### config.mk
export PLATFORM = sky130hd
export DESIGN_NAME = ctr_cordic
export DESIGN_NICKNAME = d
export VERILOG_FILES = /design/src/design/ctr_pkg.sv /design/src/design/ctr_cordic.sv
export SDC_FILE = /design/constraint.sdc
export NUM_CORES = 2
export LEC_CHECK = 0
export BUFFER_PORTS_ARGS = -buffer_cell sky130_fd_sc_hd__buf_2
export CAP_MARGIN = 20
export CELL_PAD_IN_SITES_DETAIL_PLACEMENT = 2
export CELL_PAD_IN_SITES_GLOBAL_PLACEMENT = 2
export CORE_UTILIZATION = 39
export DETAILED_ROUTE_END_ITERATION = 10
export PLACE_DENSITY = 0.8
export RECOVER_POWER = 50
export SETUP_SLACK_MARGIN = 0.2
export SLEW_MARGIN = 20
export SYNTH_ARGS = -nofsm -noshare
export SYNTH_HDL_FRONTEND = slang
export SYNTH_SLANG_ARGS = --single-unit
### constraint.sdc
create_clock -name clk -period 14.8 [get_ports clk]
set_input_delay 0.74 -clock clk [delete_from_list [all_inputs] [get_ports clk]]
set_output_delay 0.74 -clock clk [all_outputs]
set_load 0.01 [all_outputs]
### src/design/ctr_pkg.sv
// Shared types, constants and arithmetic helpers for the circle trajectory reference unit.
package ctr_pkg;

  localparam int CORDIC_STAGES_DEF = 16;
  localparam int FRAC_BITS_DEF     = 16;
  localparam int ATAN_ENTRIES      = 24;

  localparam logic [1:0] REG_RADIUS       = 2'd0;
  localparam logic [1:0] REG_ANGULAR_RATE = 2'd1;
  localparam logic [1:0] REG_HEIGHT       = 2'd2;

  localparam logic [23:0] RADIUS_RST       = 24'd65536;
  localparam logic [23:0] ANGULAR_RATE_RST = 24'd1048576;
  localparam logic [31:0] HEIGHT_RST       = 32'd65536;

  // round(2^32 / (2*pi))
  localparam logic [29:0] PHASE_K = 30'd683565276;
  // CORDIC start value, Q30
  localparam logic signed [33:0] CORDIC_GAIN = 34'sd652032874;

  // atan(2^-i) in 2^-32 turn units
  localparam logic [31:0] ATAN_TURNS [ATAN_ENTRIES] = '{
    32'd536870912, 32'd316933406, 32'd167458907, 32'd85004756, 32'd42667331,
    32'd21354465,  32'd10679838,  32'd5340245,   32'd2670163,  32'd1335087,
    32'd667544,    32'd333772,    32'd166886,    32'd83443,    32'd41722,
    32'd20861,     32'd10430,     32'd5215,      32'd2608,     32'd1304,
    32'd652,       32'd326,       32'd163,       32'd81
  };

  typedef struct packed {
    logic        [23:0] radius;
    logic signed [23:0] angular_rate;
    logic signed [31:0] height;
  } cfg_t;

  typedef struct packed {
    logic [31:0] val;
    logic        clip;
  } sat_t;

  // Round half up, then arithmetic shift right.
  function automatic logic signed [67:0] round_shift(input logic signed [67:0] v,
                                                      input int sh);
    logic signed [67:0] half;
    half = 68'sd0;
    if (sh == 0) begin
      return v;
    end
    half = 68'sd1 <<< (sh - 1);
    return (v + half) >>> sh;
  endfunction

  // Clip to signed 32 bits and report the clip.
  function automatic sat_t sat32(input logic signed [67:0] v);
    sat_t res;
    res.clip = 1'b0;
    res.val  = v[31:0];
    if (v > 68'sh0_0000_0000_7FFF_FFFF) begin
      res.val  = 32'h7FFF_FFFF;
      res.clip = 1'b1;
    end else if (v < -68'sh0_0000_0000_8000_0000) begin
      res.val  = 32'h8000_0000;
      res.clip = 1'b1;
    end
    return res;
  endfunction

endpackage

### src/design/ctr_cordic.sv
// Rotation-mode CORDIC, one register stage per iteration plus fold and output stages.
module ctr_cordic #(
  parameter int CORDIC_STAGES = ctr_pkg::CORDIC_STAGES_DEF
) (
  input  logic               clk,
  input  logic               rst_n,
  input  logic               turn_valid,
  input  logic [31:0]        turn,
  output logic               trig_valid,
  output logic signed [33:0] sin_val,
  output logic signed [33:0] cos_val
);

  localparam int N = CORDIC_STAGES;

  logic              v_r    [N+1];
  logic              flip_r [N+1];
  logic signed [33:0] x_r   [N+1];
  logic signed [33:0] y_r   [N+1];
  logic signed [33:0] a_r   [N+1];
  logic              out_v_r;
  logic signed [33:0] sin_r, cos_r;

  logic signed [33:0] a_in, a_fold;
  logic               flip_nxt;

  // fold the angle into +-quarter turn, remember to negate
  always_comb begin
    a_in     = 34'(signed'(turn));
    a_fold   = a_in;
    flip_nxt = 1'b0;
    if (a_in > (34'sd1 <<< 30)) begin
      a_fold   = a_in - (34'sd1 <<< 31);
      flip_nxt = 1'b1;
    end else if (a_in < -(34'sd1 <<< 30)) begin
      a_fold   = a_in + (34'sd1 <<< 31);
      flip_nxt = 1'b1;
    end
  end

  always_ff @(posedge clk) begin
    if (!rst_n) begin
      for (int i = 0; i <= N; i++) begin
        v_r[i] <= 1'b0;
      end
      out_v_r <= 1'b0;
    end else begin
      v_r[0] <= turn_valid;
      for (int i = 0; i < N; i++) begin
        v_r[i+1] <= v_r[i];
      end
      out_v_r <= v_r[N];
    end
    a_r[0]    <= a_fold;
    x_r[0]    <= ctr_pkg::CORDIC_GAIN;
    y_r[0]    <= 34'sd0;
    flip_r[0] <= flip_nxt;
    for (int i = 0; i < N; i++) begin
      flip_r[i+1] <= flip_r[i];
      if (a_r[i] >= 34'sd0) begin
        x_r[i+1] <= x_r[i] - (y_r[i] >>> i);
        y_r[i+1] <= y_r[i] + (x_r[i] >>> i);
        a_r[i+1] <= a_r[i] - $signed({2'b00, ctr_pkg::ATAN_TURNS[i]});
      end else begin
        x_r[i+1] <= x_r[i] + (y_r[i] >>> i);
        y_r[i+1] <= y_r[i] - (x_r[i] >>> i);
        a_r[i+1] <= a_r[i] + $signed({2'b00, ctr_pkg::ATAN_TURNS[i]});
      end
    end
    sin_r <= flip_r[N] ? -y_r[N] : y_r[N];
    cos_r <= flip_r[N] ? -x_r[N] : x_r[N];
  end

  assign trig_valid = out_v_r;
  assign sin_val    = sin_r;
  assign cos_val    = cos_r;

endmodule

# Word-level counts from Yosys, hierarchy flattened
# Memories as Yosys holds them, arrays and structs flattened. A register that Yosys moved wholly into a read port is not among the register bits.
# Index checks and enable logic that the tools add are counted.
# op_classes
muxes	121
bitwise_logic	65
add_sub_neg	99
order_cmp	18
n_reduce_logical	1
# ops
op	count
$mux W34	52
$ge A34 B1 Y1 const B	16
$mux W1	69
$add A34 B19 Y34	2
$add A34 B20 Y34	2
$add A34 B21 Y34	2
$add A34 B22 Y34	2
$add A34 B23 Y34	2
$add A34 B24 Y34	2
$add A34 B25 Y34	2
$add A34 B26 Y34	2
$add A34 B27 Y34	2
$add A34 B28 Y34	2
$add A34 B29 Y34	2
$add A34 B30 Y34	2
$add A34 B31 Y34	2
$add A34 B32 Y34	2
$add A34 B33 Y34	2
$neg A34 Y34	2
$sub A34 B19 Y34	2
$sub A34 B20 Y34	2
$sub A34 B21 Y34	2
$sub A34 B22 Y34	2
$sub A34 B23 Y34	2
50 further kinds	125
# word_totals
inputBits	35
regBits	68
mem_count	5
word_cells	311
mem_bits_rw	1768
# memory_table
name	words	word_bits	read_ports	rd_clocked_by_memory_dff	write_ports	line_no	text
a_r	17	34	16	0	17	ctr_cordic.sv:20	logic signed [33:0] a_r [N+1];
x_r	17	34	17	0	17	ctr_cordic.sv:18	logic signed [33:0] x_r [N+1];
y_r	17	34	17	0	17	ctr_cordic.sv:19	logic signed [33:0] y_r [N+1];
flip_r	17	1	17	0	17	ctr_cordic.sv:17	logic flip_r [N+1];
v_r	17	1	17	1	17	ctr_cordic.sv:16	logic v_r [N+1];

# Depth between registers and ports, before layout
# logic_depth
ltp_word	4
ltp_mapped	24

# Least setup slack after synthesis
# Ideal clock, no wire load.
# synth_path
kind	register -> register
from	memory a_r[2][33]
to	memory a_r[3][32]
slack_ps	9139
stages_incl_launch_ff	21
setup_time_ps	72
t_arrival_ps	5590
period_less_slack_ps	5661
path_cell_list	dfxtp_1 inv_1 ha_1 nor4b_1 nand4_1 o41ai_2 clkbuf_1 clkbuf_1 inv_1 ha_1 a21o_1 a21o_1 a221oi_1 nor2_1 a31o_2 a41oi_1 a311oi_1 a2111oi_0 o21bai_1 a21oi_1 xor2_1
# synth_rtl
item	line_no
start: declaration	ctr_cordic.sv:20

==> impl_results.md <==
* Status: finished, violations left
* Violated checks: max-capacitance violations, max-slew violations
* F_max at 0.103 GHz
* Worst slew pin tran at 3.56 ns
* Synthesized area at 0.114 sq mm
* DRC viols at 0
* CTS Root Cell: clkbuf_16
* Clk sinks at 1,608
* FF-to-FF path depth at 22
* Syn nets at 14,800
* H-tree depth at 4
* First-pass GRT wire length at 637,000 um
* Post-synth cell types at 85
* RD Place Congestion at 0.889
* Setup crit start kind: register
* Global route overflow at 0
* Mean post-synth cell area at 8.56 sq um
* Rel. slew slack at -137%
* DP Wirelength at 320,000 um
* Initial antenna violation count at 9
* Post-Route WL at 401,000 um
* Max-Cap Viols at 25
* Largest net degree at the start of global routing at 69
* IO Port Bufs at 103
* Setup_tns at 0 ns
* Synth Instances at 13,300
* Yosys reg bits at 1,608
* Post-synth top cells: dfxtp_1, ha_1, xnor2_1
* Resize count post-CTS at 0
* Final hold vios at 0
* Yosys top cell area share at 28.3%
* Worst Path Arrival at 10.50 ns
* Die Area at 0.294 sq mm
* Clock Skew at 0.0704 ns
* Core area at 0.289 sq mm
* Post-synth ARST share at 0%
* Die X at 542 um
* Net count reported at finish at 15,000
* Critical path class: register to register
* Worst setup EP type: register
* Post-synth EDFFs at 0
* Via density at 5.73
* Wire length per cell at 22.9 um
* Num CTS Buffers at 196
* TritonCTS clock tree: done
* First-pass DRT Iterations at 5
* Via count at 100,000
* Clock-pin slew on the worst setup and hold paths at 0.06 ns
* Clk Latency, worst-skew pair at 0.92 ns
* Longest Clk Path Bufs at 4
* Syn-to-layout area delta at 10.7%
* Yosys Warn Count at 0
* Share of layout cells above drive strength 1 at 3.80%
* WHS Path Cells at 2
* Initial Utilization at 39.3%
* Iter 0 DRT Violations at 4,122
* Synth top area cells: dfxtp_1, ha_1, xnor2_1
* Antenna-violating nets left at 0
* Min-Delay Path Class: primary input to register
* DIE HEIGHT at 542 um
* Seq/Total Area, Yosys at 28.3%
* CP Max Fanout at 41
* Vias in the first global route at 112,000
* Count leader, synth: dfxtp_1
* I/O Pins at 104
* Post-synth top flop: dfxtp_1
* Worst Path Required at 15.56 ns
* Fin crit share at 65.9%
* Gr usage total at 26.7%
* Synth area leader: dfxtp_1
* Setup bufs post-CTS at 0
* Num rows at 197
* RSZ-0062 raised after global routing: no
* Slew Viols, Final at 1,176
* Final setup vio count at 0
* Period minus WS final at 9.75 ns
==> per-stage QoR <==
stage / hold slack, ns / utilization [%] / std cells / area, sq um / setup slack (ns)
4_1_cts: 0.0189 / 43.6 / 17500 / 126000 / 7.64
3_3_place_gp: 0.310 / 41.1 / 17100 / 119000 / 8.17
5_1_grt: 0.0701 / 43.6 / 17500 / 126000 / 4.29
2_1_floorplan: 0.310 / - / 13300 / 114000 / 9.14
6_report: 0.0852 / 43.6 / 17500 / 126000 / 5.05
3_5_place_dp: 0.314 / 41.1 / 17100 / 119000 / 7.80
==> logic make-up after synthesis <==
logic type	share of synthesized area, %
AO/OA/AOI/OAI	21.6
AND/OR/NAND/NOR	15.7
XOR/XNOR	14.7
flip-flops	28.3
adder cells (fa/ha/maj)	16.3
buffers and inverters	2.52
multiplexers	0.693
==> timing repair <==
action,in CTS,in global routing
setup endpoints to repair,0,0
hold buffers,32,0
endpoints found under the hold margin,32,0
==> cell type report <==
type	count	area, sq um
multi-input cells	10900	78600
well taps	3880	4850
inverters	590	2210
flip-flops and latches	1608	32200
clock inverters	102	1490
fillers	32100	163000
clock buffers	259	5460
repair buffers	183	967
diodes	3	7.51
==> worst max-delay path, stage by stage (launching register included) <==
cell and delay, ns:
dfxtp_1 0.33, inv_1 0.11, ha_1 0.17, nor4b_1 0.30, nand4_1 0.22, o41ai_1 0.52
clkbuf_1 0.71, clkbuf_1 1.82, inv_1 1.50, nor2_1 0.33, a21o_1 0.17, ha_1 0.22
nor2b_1 0.06, o21ai_0 0.31, a21oi_1 0.17, o41ai_1 0.69, o32ai_1 0.22, o41a_1 0.41
a211o_1 0.37, a41o_1 0.30, a21oi_1 0.18, o21ai_0 0.16, a221oi_1 0.32
==> registers in the layout, summed over array words and instances (netlist names) <==
signal      flops
cos_val        34
y_r           511
v_r            17
a_r           510
trig_valid      1
flip_r         17
x_r           484
sin_val        34
==> final timing paths <==
path	startpoint	slack, ns	to
worst min-delay path	turn[31]	0.09	flip_r[0][0]
worst min register to register	a_r[0][25]	0.31	a_r[1][25]
worst max-delay path	a_r[2][33]	5.05	x_r[3][32]
worst max register to register	a_r[2][33]	5.05	x_r[3][32]
==> routing by layer <==
metal	share of wire [%]	GRT usage (%)
met5	0.0020	0
met4	3.3	8.70
met3	2.4	2.14
met2	51	50.1
met1	43	31.7
==> cells in the final DEF (no fill, tap or decap), types with 172 or more instances in the layout <==
master,netlist,routed
a21oi_1,1223,1223
nand2b_1,255,255
clkbuf_16,0,198
o21a_1,206,206
xor2_1,583,583
nand2_1,777,777
nor2b_1,205,205
nor4_1,172,172
a21o_1,603,603
inv_1,582,584
nor3_1,310,311
nand3_1,241,241
dfxtp_1,1608,1608
nor2_1,1007,996
ha_1,1409,1409
o31ai_1,174,174
o21ai_0,724,725
xnor2_1,1327,1327
Power is not shown: default switching activity piles up to over one toggle a cycle in this logic, so the estimate is an artifact.
