## src/design/ctr_pkg.sv

```systemverilog
// Shared types, constants and arithmetic helpers for the circle trajectory reference unit.
package ctr_pkg;

  localparam int CORDIC_STAGES_DEF = 16;
  localparam int FRAC_BITS_DEF     = 16;
  localparam int ATAN_ENTRIES      = 24;

  localparam logic [1:0] REG_RADIUS       = 2'd0;
  localparam logic [1:0] REG_ANGULAR_RATE = 2'd1;
  localparam logic [1:0] REG_HEIGHT       = 2'd2;

  localparam logic [23:0] RADIUS_RST       = 24'd65536;
  localparam logic [23:0] ANGULAR_RATE_RST = 24'd1048576;
  localparam logic [31:0] HEIGHT_RST       = 32'd65536;

  // round(2^32 / (2*pi))
  localparam logic [29:0] PHASE_K = 30'd683565276;
  // CORDIC start value, Q30
  localparam logic signed [33:0] CORDIC_GAIN = 34'sd652032874;

  // atan(2^-i) in 2^-32 turn units
  localparam logic [31:0] ATAN_TURNS [ATAN_ENTRIES] = '{
    32'd536870912, 32'd316933406, 32'd167458907, 32'd85004756, 32'd42667331,
    32'd21354465,  32'd10679838,  32'd5340245,   32'd2670163,  32'd1335087,
    32'd667544,    32'd333772,    32'd166886,    32'd83443,    32'd41722,
    32'd20861,     32'd10430,     32'd5215,      32'd2608,     32'd1304,
    32'd652,       32'd326,       32'd163,       32'd81
  };

  typedef struct packed {
    logic        [23:0] radius;
    logic signed [23:0] angular_rate;
    logic signed [31:0] height;
  } cfg_t;

  typedef struct packed {
    logic [31:0] val;
    logic        clip;
  } sat_t;

  // Round half up, then arithmetic shift right.
  function automatic logic signed [67:0] round_shift(input logic signed [67:0] v,
                                                      input int sh);
    logic signed [67:0] half;
    half = 68'sd0;
    if (sh == 0) begin
      return v;
    end
    half = 68'sd1 <<< (sh - 1);
    return (v + half) >>> sh;
  endfunction

  // Clip to signed 32 bits and report the clip.
  function automatic sat_t sat32(input logic signed [67:0] v);
    sat_t res;
    res.clip = 1'b0;
    res.val  = v[31:0];
    if (v > 68'sh0_0000_0000_7FFF_FFFF) begin
      res.val  = 32'h7FFF_FFFF;
      res.clip = 1'b1;
    end else if (v < -68'sh0_0000_0000_8000_0000) begin
      res.val  = 32'h8000_0000;
      res.clip = 1'b1;
    end
    return res;
  endfunction

endpackage

```

## src/design/ctr_phase.sv

```systemverilog
// Phase pipeline: time sample to 32-bit turn angle, three register stages.
module ctr_phase (
  input  logic              clk,
  input  logic              rst_n,
  input  logic              in_valid,
  input  logic [31:0]       time_sample,
  input  ctr_pkg::cfg_t     cfg,
  output logic              turn_valid,
  output logic [31:0]       turn
);

  logic        v1_r, v2_r, v3_r;
  logic        neg1_r, neg2_r;
  logic [55:0] m_r;
  logic [53:0] ph_r;
  logic [61:0] pl_r;
  logic [31:0] turn_r;

  logic [23:0] abs_w;
  logic [55:0] m_nxt;
  logic [67:0] sum;
  logic [31:0] mag;
  logic [31:0] turn_nxt;

  always_comb begin
    abs_w    = cfg.angular_rate[23] ? 24'(-cfg.angular_rate) : 24'(cfg.angular_rate);
    m_nxt    = 56'(abs_w) * 56'(time_sample);
    // only bits 67:36 of m*K matter, the rest wraps away
    sum      = {ph_r[35:0], 32'd0} + {6'd0, pl_r};
    mag      = sum[67:36];
    turn_nxt = neg2_r ? 32'(-mag) : mag;
  end

  always_ff @(posedge clk) begin
    if (!rst_n) begin
      v1_r <= 1'b0;
      v2_r <= 1'b0;
      v3_r <= 1'b0;
    end else begin
      v1_r <= in_valid;
      v2_r <= v1_r;
      v3_r <= v2_r;
    end
    m_r    <= m_nxt;
    neg1_r <= cfg.angular_rate[23];
    ph_r   <= 54'(m_r[55:32]) * 54'(ctr_pkg::PHASE_K);
    pl_r   <= 62'(m_r[31:0]) * 62'(ctr_pkg::PHASE_K);
    neg2_r <= neg1_r;
    turn_r <= turn_nxt;
  end

  assign turn_valid = v3_r;
  assign turn       = turn_r;

endmodule

```

## config.mk

```make
export PLATFORM = sky130hd
export DESIGN_NAME = ctr_phase
export DESIGN_NICKNAME = d
export VERILOG_FILES = /design/src/design/ctr_pkg.sv /design/src/design/ctr_phase.sv
export SDC_FILE = /design/constraint.sdc
export NUM_CORES = 2
export LEC_CHECK = 0
export BUFFER_PORTS_ARGS = -buffer_cell sky130_fd_sc_hd__buf_2
export CAP_MARGIN = 10
export CORE_ASPECT_RATIO = 1.4
export CORE_MARGIN = 1
export CORE_UTILIZATION = 30
export CTS_BUF_LIST = sky130_fd_sc_hd__clkbuf_4
export CTS_CLUSTER_SIZE = 24
export DETAILED_ROUTE_END_ITERATION = 8
export PLACE_DENSITY = 0.45
export SETUP_SLACK_MARGIN = 0.2
export SLEW_MARGIN = 15
export SYNTH_ARGS = -nofsm -noshare
export SYNTH_HDL_FRONTEND = slang
export SYNTH_SLANG_ARGS = --single-unit
```

## constraint.sdc

```tcl
create_clock -name clk -period 9.77 [get_ports clk]
set_clock_uncertainty 0.05 [all_clocks]
set_input_delay 1.4655 -clock clk [delete_from_list [all_inputs] [get_ports clk]]
set_output_delay 1.4655 -clock clk [all_outputs]
set_load 0.02 [all_outputs]
```

After elaboration in Yosys (flattened, before gate mapping)
Index checks and enable logic that the tools add are counted.
{ "op_classes": {"n_addsub": 3, "n_mul": 3, "n_mux": 2} }
{ "op_table": {"columns": ["op", "count"], "rows": [
  ["adder 68 x 62 -> 68 bit", 1],
  ["multiplier 32 x 28 -> 60 bit, second input constant", 1],
  ["multiplier 24 x 32 -> 56 bit", 1],
  ["multiplier 24 x 28 -> 34 bit, second input constant", 1],
  ["2-to-1 mux 32 bit", 1],
  ["negation 32 bit", 1],
  ["2-to-1 mux 24 bit", 1],
  ["negation 24 bit", 1]
]} }
{ "word_totals": {"reg_bits": 187, "in_bits": 115, "output_inout_bits": 33, "word_cells": 17} }

Depth between registers and ports, before layout
{ "logic_depth": {"depth_word": 3, "mapped_depth": 33, "mapped_depth_nobuf": 31} }

Worst setup path after synthesis
No wires, ideal clock.
{ "synth_timing": {"path_kind": "in2reg", "from": "input cfg[37] (netlist bit)", "to": "register m_r[44]", "setup_ns": 0.127, "t_arrival_ns": 9.087, "t_required_ns": 9.593, "path_slack_ns": 0.506, "cell_stages": 28, "path_buffers": 1, "cell_sequence": "nor4_1 > nand3_1 > or4_1 > o41ai_1 > xnor2_1 > clkbuf_1 > nand2_1 > fa_1 > inv_1 > fa_1 > fa_1 > fa_1 > fa_1 > fa_1 > inv_1 > fa_1 > inv_1 > ha_1 > a21o_1 > a21o_1 > a21o_1 > a211oi_1 > o21ai_0 > nor3_1 > nor4b_1 > a211oi_1 > o21ai_0 > xor2_1"} }
{ "synth_between": {"elab_chain_cells": 3} }
{ "synth_rtl": {"columns": ["item", "line_no", "source"], "rows": [
  ["from (decl)", "ctr_phase.sv:7", "input ctr_pkg::cfg_t cfg,"],
  ["negation 24 bit", "ctr_phase.sv:26", "abs_w = cfg.angular_rate[23] ? 24'(-cfg.angular_rate) : 24'(cfg.angular_rate);"],
  ["2-to-1 mux 24 bit (*)", "ctr_phase.sv:26", null],
  ["multiplier 24 x 32 -> 56 bit (*)", "ctr_phase.sv:27", "m_nxt = 56'(abs_w) * 56'(time_sample);"],
  ["net m_nxt[44]", "ctr_phase.sv:20", "logic [55:0] m_nxt;"],
  ["to (signal assigned)", "ctr_phase.sv:44", "m_r <= m_nxt;"],
  ["to (decl)", "ctr_phase.sv:14", "logic [55:0] m_r;"]
]} }
The timed path passes the listed nets; every way through them passes the cells marked *.
A chain may end at the register's enable or synchronous reset.

Worst setup path in the final report
{ "layout_timing": {"from": "input cfg[37] (netlist bit)", "to": "register m_r[51]"} }
The elaborated chain is that of the path after synthesis.

==> run_results.csv <==
group,metric,value,unit
placement,placed_cells_incl_taps,8133,
clock_tree,clkSlewWorstSetupHoldPaths,0.19,ns
timing,measured_slew_at_the_worst_slew_check_pin,0.888,ns
yosys,syn_inst,5656,
routing,drt-total-wl,146000,um
placement,place_hpwl,130000,um
clock_tree,clock_sink_count,155,
run_status,outcome,"complete, no violations",
placement,routabilityCongestion,0.892,
final_layout,synthToLayoutAreaGrowth,10.0,%
yosys,synth.top_cells.by_area,"sky130_fd_sc_hd__fa_1, sky130_fd_sc_hd__ha_1, sky130_fd_sc_hd__inv_1",
floorplan,die_h,501,um
yosys,syn-cell-area,0.0534,mm^2
routing,avgRoutedWirePerCell,17.9,um
grt,global_route_wire_length_before_repair,231000,um
yosys,synthAdderAreaFrac,61.9,%
yosys,xor_xnor_share_of_the_synthesized_area,3.00,%
timing,final_hold_viol_count,0,
floorplan,start_util,30.3,%
setup_path,path_class,"primary input to register",
routing,detailedRoute.firstPassIterationCount,5,
floorplan,number_of_placement_rows,182,
timing,maxClockFrequency,108,MHz
timing,post-route-period-util,94.4,%
yosys,synth.distinct_cells,89,
floorplan,design.die.area,0.180,mm^2
routing,met1_wire_length,59100,um
yosys,mappedNetlistNets,7696,
setup_path,timing.critical_path.required,10.49,ns
setup_path,cp_top_family,"adder cells",
routing,drc_errors,0,
grt,grt_usage,16.8,%
setup_path,cpMostUsedCell,"sky130_fd_sc_hd__fa_1",
yosys,synth_top_flop_cell,"sky130_fd_sc_hd__dfxtp_1",
final_layout,post_layout_nonfiller_instances,8169,
timing,setup_ws,0.550,ns
yosys,synth_largest_area_cell,"sky130_fd_sc_hd__fa_1",
routing,final_antenna_net_count,0,
floorplan,io-pin-count,148,
clock_tree,tritoncts,"yes",
yosys,ys_seq_elements,155,
yosys,synthesis.area_per_instance,9.44,um^2
setup_path,timing.critical_path.fanout_max,6,
routing,routed-via-count,37200,
grt,grt_pass1_vias,41300,
routing,detailed_route_wirelength_on_metal2,80800,um
routing,drt_first_iter_violations,1477,
routing,per_cell_via_count_in_the_routed_design,4.55,
final_layout,drive_above_1_share,7.76,%
timing,period_needed,9.22,ns
clock_tree,cts-htree-levels,4,
setup_path,cp_data_arrival_time,9.94,ns
placement,pre_cts_ws,-0.631,ns
timing,final.setup.tns,0,ns
clock_tree,clock_latency,0.82,ns
grt,antenna_found_initial,5,
flow_run,timing.max_cap.violations,0,
clock_tree,max-clock-path-buffers,2,
yosys,yosysWarnings,0,
yosys,netlist.area_leader.share,44.9,%
routing,highest_signal_layer,"met5",
setup_path,worstPathBufferInverterCount,10,
final_layout,final.fill_count,18400,
yosys,synth-seq-area-share,5.81,%
setup_path,crit_slowest_cell,"sky130_fd_sc_hd__fa_1",
yosys,synth_area_in_simple_gates,11.1,%
setup_path,setup_crit_end_kind,"register",
grt,grt_max_degree,44,
clock_tree,cts-root-buf,"sky130_fd_sc_hd__clkbuf_4",
timing,timing_max_transition_violations_final,0,
yosys,synthMuxAreaShare,0.171,%
grt,global_route.overflow_total,0,
yosys,dominant_combinational_cell_family_by_area_after_synthesis,"adder cells",
placement,io_buffer_count,91,
min_path,type_of_the_tightest_min_delay_check,"register to register",
setup_path,cp-start-kind,"primary input",
yosys,synth_compound_gate_area_share,6.13,%
yosys,synth_edf_count,0,
timing,worst_slew_margin_rel,40.7,%
floorplan,core_box_area,0.176,mm^2
routing,wl_met3,2890,um
timing,grt_setup_unrepaired,"no",
timing,final-setup-viol-count,0,
final_layout,finalNetCount,7892,
setup_path,slowest_delay,0.55,ns
yosys,synthArstFlopShare,0,%
floorplan,die_width,359,um
clock_tree,num_cts_buffers,17,
## final timing paths
kind,startpoint,slack [ns],cells past startpoint,endpoint
setup reg to reg,m_r[35],2.01,22,ph_r[35]
setup / recovery,cfg[37],0.55,34,m_r[51]
hold / removal,neg1_r,0.34,0,neg2_r
hold reg to reg,neg1_r,0.34,0,neg2_r
## per-layer routing
| layer | global-route usage (%) | up-vias |
|---|---|---|
| met1 | 19.8 | 19100 |
| met5 | 0 | - |
| li1 | - | 17400 |
| met4 | 4.12 | 2 |
| met3 | 1.11 | 134 |
| met2 | 32.3 | 468 |
## layout by cell type (no fill, tap or decap), types with 45 or more instances in the layout
| cell | instances |
|---|---|
| sky130_fd_sc_hd__a21oi_1 | 120 |
| sky130_fd_sc_hd__a21o_1 | 76 |
| sky130_fd_sc_hd__ha_1 | 726 |
| sky130_fd_sc_hd__nor2b_1 | 79 |
| sky130_fd_sc_hd__buf_4 | 245 |
| sky130_fd_sc_hd__xnor2_1 | 119 |
| sky130_fd_sc_hd__buf_2 | 91 |
| sky130_fd_sc_hd__inv_1 | 1497 |
| sky130_fd_sc_hd__dfxtp_1 | 154 |
| sky130_fd_sc_hd__nand3_1 | 45 |
| sky130_fd_sc_hd__nand2_1 | 600 |
| sky130_fd_sc_hd__and2_1 | 239 |
| sky130_fd_sc_hd__fa_1 | 1199 |
| sky130_fd_sc_hd__o21ai_0 | 85 |
| sky130_fd_sc_hd__nor3_1 | 45 |
| sky130_fd_sc_hd__nor2_1 | 100 |
## final cells by class
cell class	count	area [um^2]	area share (%)
tap	2300	2880	4.90
clock inverter	15	218	0.370
clock buffer	17	128	0.217
antenna	4	10.0	0.0170
timing repair buffer	351	2590	4.42
sequential	155	3100	5.28
multi-input combinational	3829	44200	75.2
inverter	1498	5620	9.57
## repair_timing
item | CTS | global route
hold buffers | 0 | 0
setup buffers | 0 | 0
setup endpoints to repair | 0 | 8
resized for setup | 0 | 8
## synthesized netlist by cell type, types with 5 or more instances
master / count
sky130_fd_sc_hd__fa_1: 1199
sky130_fd_sc_hd__or4_1: 11
sky130_fd_sc_hd__a211o_1: 6
sky130_fd_sc_hd__inv_1: 1497
sky130_fd_sc_hd__nor2_1: 100
sky130_fd_sc_hd__clkbuf_1: 164
sky130_fd_sc_hd__o41ai_1: 9
sky130_fd_sc_hd__nand2_1: 600
sky130_fd_sc_hd__nand3b_1: 6
sky130_fd_sc_hd__o21ai_0: 86
sky130_fd_sc_hd__o211ai_1: 19
sky130_fd_sc_hd__and3_1: 13
sky130_fd_sc_hd__nor4_1: 8
sky130_fd_sc_hd__o21bai_1: 19
sky130_fd_sc_hd__a21oi_1: 121
sky130_fd_sc_hd__nand3_1: 45
sky130_fd_sc_hd__a21o_1: 76
sky130_fd_sc_hd__xnor2_1: 139
sky130_fd_sc_hd__o211a_1: 6
sky130_fd_sc_hd__nor3_1: 45
sky130_fd_sc_hd__a31o_2: 8
sky130_fd_sc_hd__and4_1: 6
sky130_fd_sc_hd__a41oi_1: 5
sky130_fd_sc_hd__or2_2: 11
sky130_fd_sc_hd__o21a_1: 20
sky130_fd_sc_hd__nand4_1: 20
sky130_fd_sc_hd__buf_2: 5
sky130_fd_sc_hd__dfxtp_1: 155
sky130_fd_sc_hd__ha_1: 726
sky130_fd_sc_hd__a31oi_1: 15
sky130_fd_sc_hd__and2_1: 239
sky130_fd_sc_hd__nor2b_1: 79
sky130_fd_sc_hd__a21boi_0: 8
sky130_fd_sc_hd__o31ai_1: 11
sky130_fd_sc_hd__xor2_1: 44
sky130_fd_sc_hd__or3_1: 8
sky130_fd_sc_hd__nand2b_1: 16
sky130_fd_sc_hd__mux2i_1: 8
sky130_fd_sc_hd__a211oi_1: 22
## worst register-to-register path: stages (launching register included)
cell                        delay, ns
sky130_fd_sc_hd__dfxtp_1         0.77
sky130_fd_sc_hd__fa_1            0.65
sky130_fd_sc_hd__inv_1           0.20
sky130_fd_sc_hd__fa_1            0.49
sky130_fd_sc_hd__fa_1            0.55
sky130_fd_sc_hd__inv_1           0.05
sky130_fd_sc_hd__fa_1            0.50
sky130_fd_sc_hd__inv_1           0.05
sky130_fd_sc_hd__fa_1            0.55
sky130_fd_sc_hd__fa_1            0.43
sky130_fd_sc_hd__fa_1            0.48
sky130_fd_sc_hd__inv_1           0.04
sky130_fd_sc_hd__ha_1            0.39
sky130_fd_sc_hd__nand4_1         0.11
sky130_fd_sc_hd__a21oi_1         0.15
sky130_fd_sc_hd__a2111oi_0       0.11
sky130_fd_sc_hd__a211oi_1        0.42
sky130_fd_sc_hd__nor2_1          0.14
sky130_fd_sc_hd__a2111oi_0       0.69
sky130_fd_sc_hd__o31ai_1         0.26
sky130_fd_sc_hd__o21bai_1        0.22
sky130_fd_sc_hd__a21oi_1         0.10
sky130_fd_sc_hd__xnor2_1         0.25
## state kept, by name, summed over array words and instances (netlist names)
signal,count
turn,32
m_r,56
neg2_r,1
turn_valid,1
v1_r,1
ph_r,34
neg1_r,1
pl_r,28
v2_r,1
## per-stage QoR
stage,instance area (um^2),hold slack [ns],util [%]
4_1_cts,58700,0.358,33.3
6_report,58800,0.343,33.3
3_5_place_dp,58400,0.308,33.1
5_1_grt,58800,0.345,33.3
3_3_place_gp,58400,0.311,33.1
2_1_floorplan,53400,0.260,-
## logic make-up after synthesis
group | after synthesis
mux | 9
compound gates | 483
buf+inv | 1672
fa+ha+maj | 1925
flops | 155
xor+xnor | 183
simple gates | 1229
Power is not shown: default switching activity piles up to over one toggle a cycle in this logic, so the estimate is an artifact.
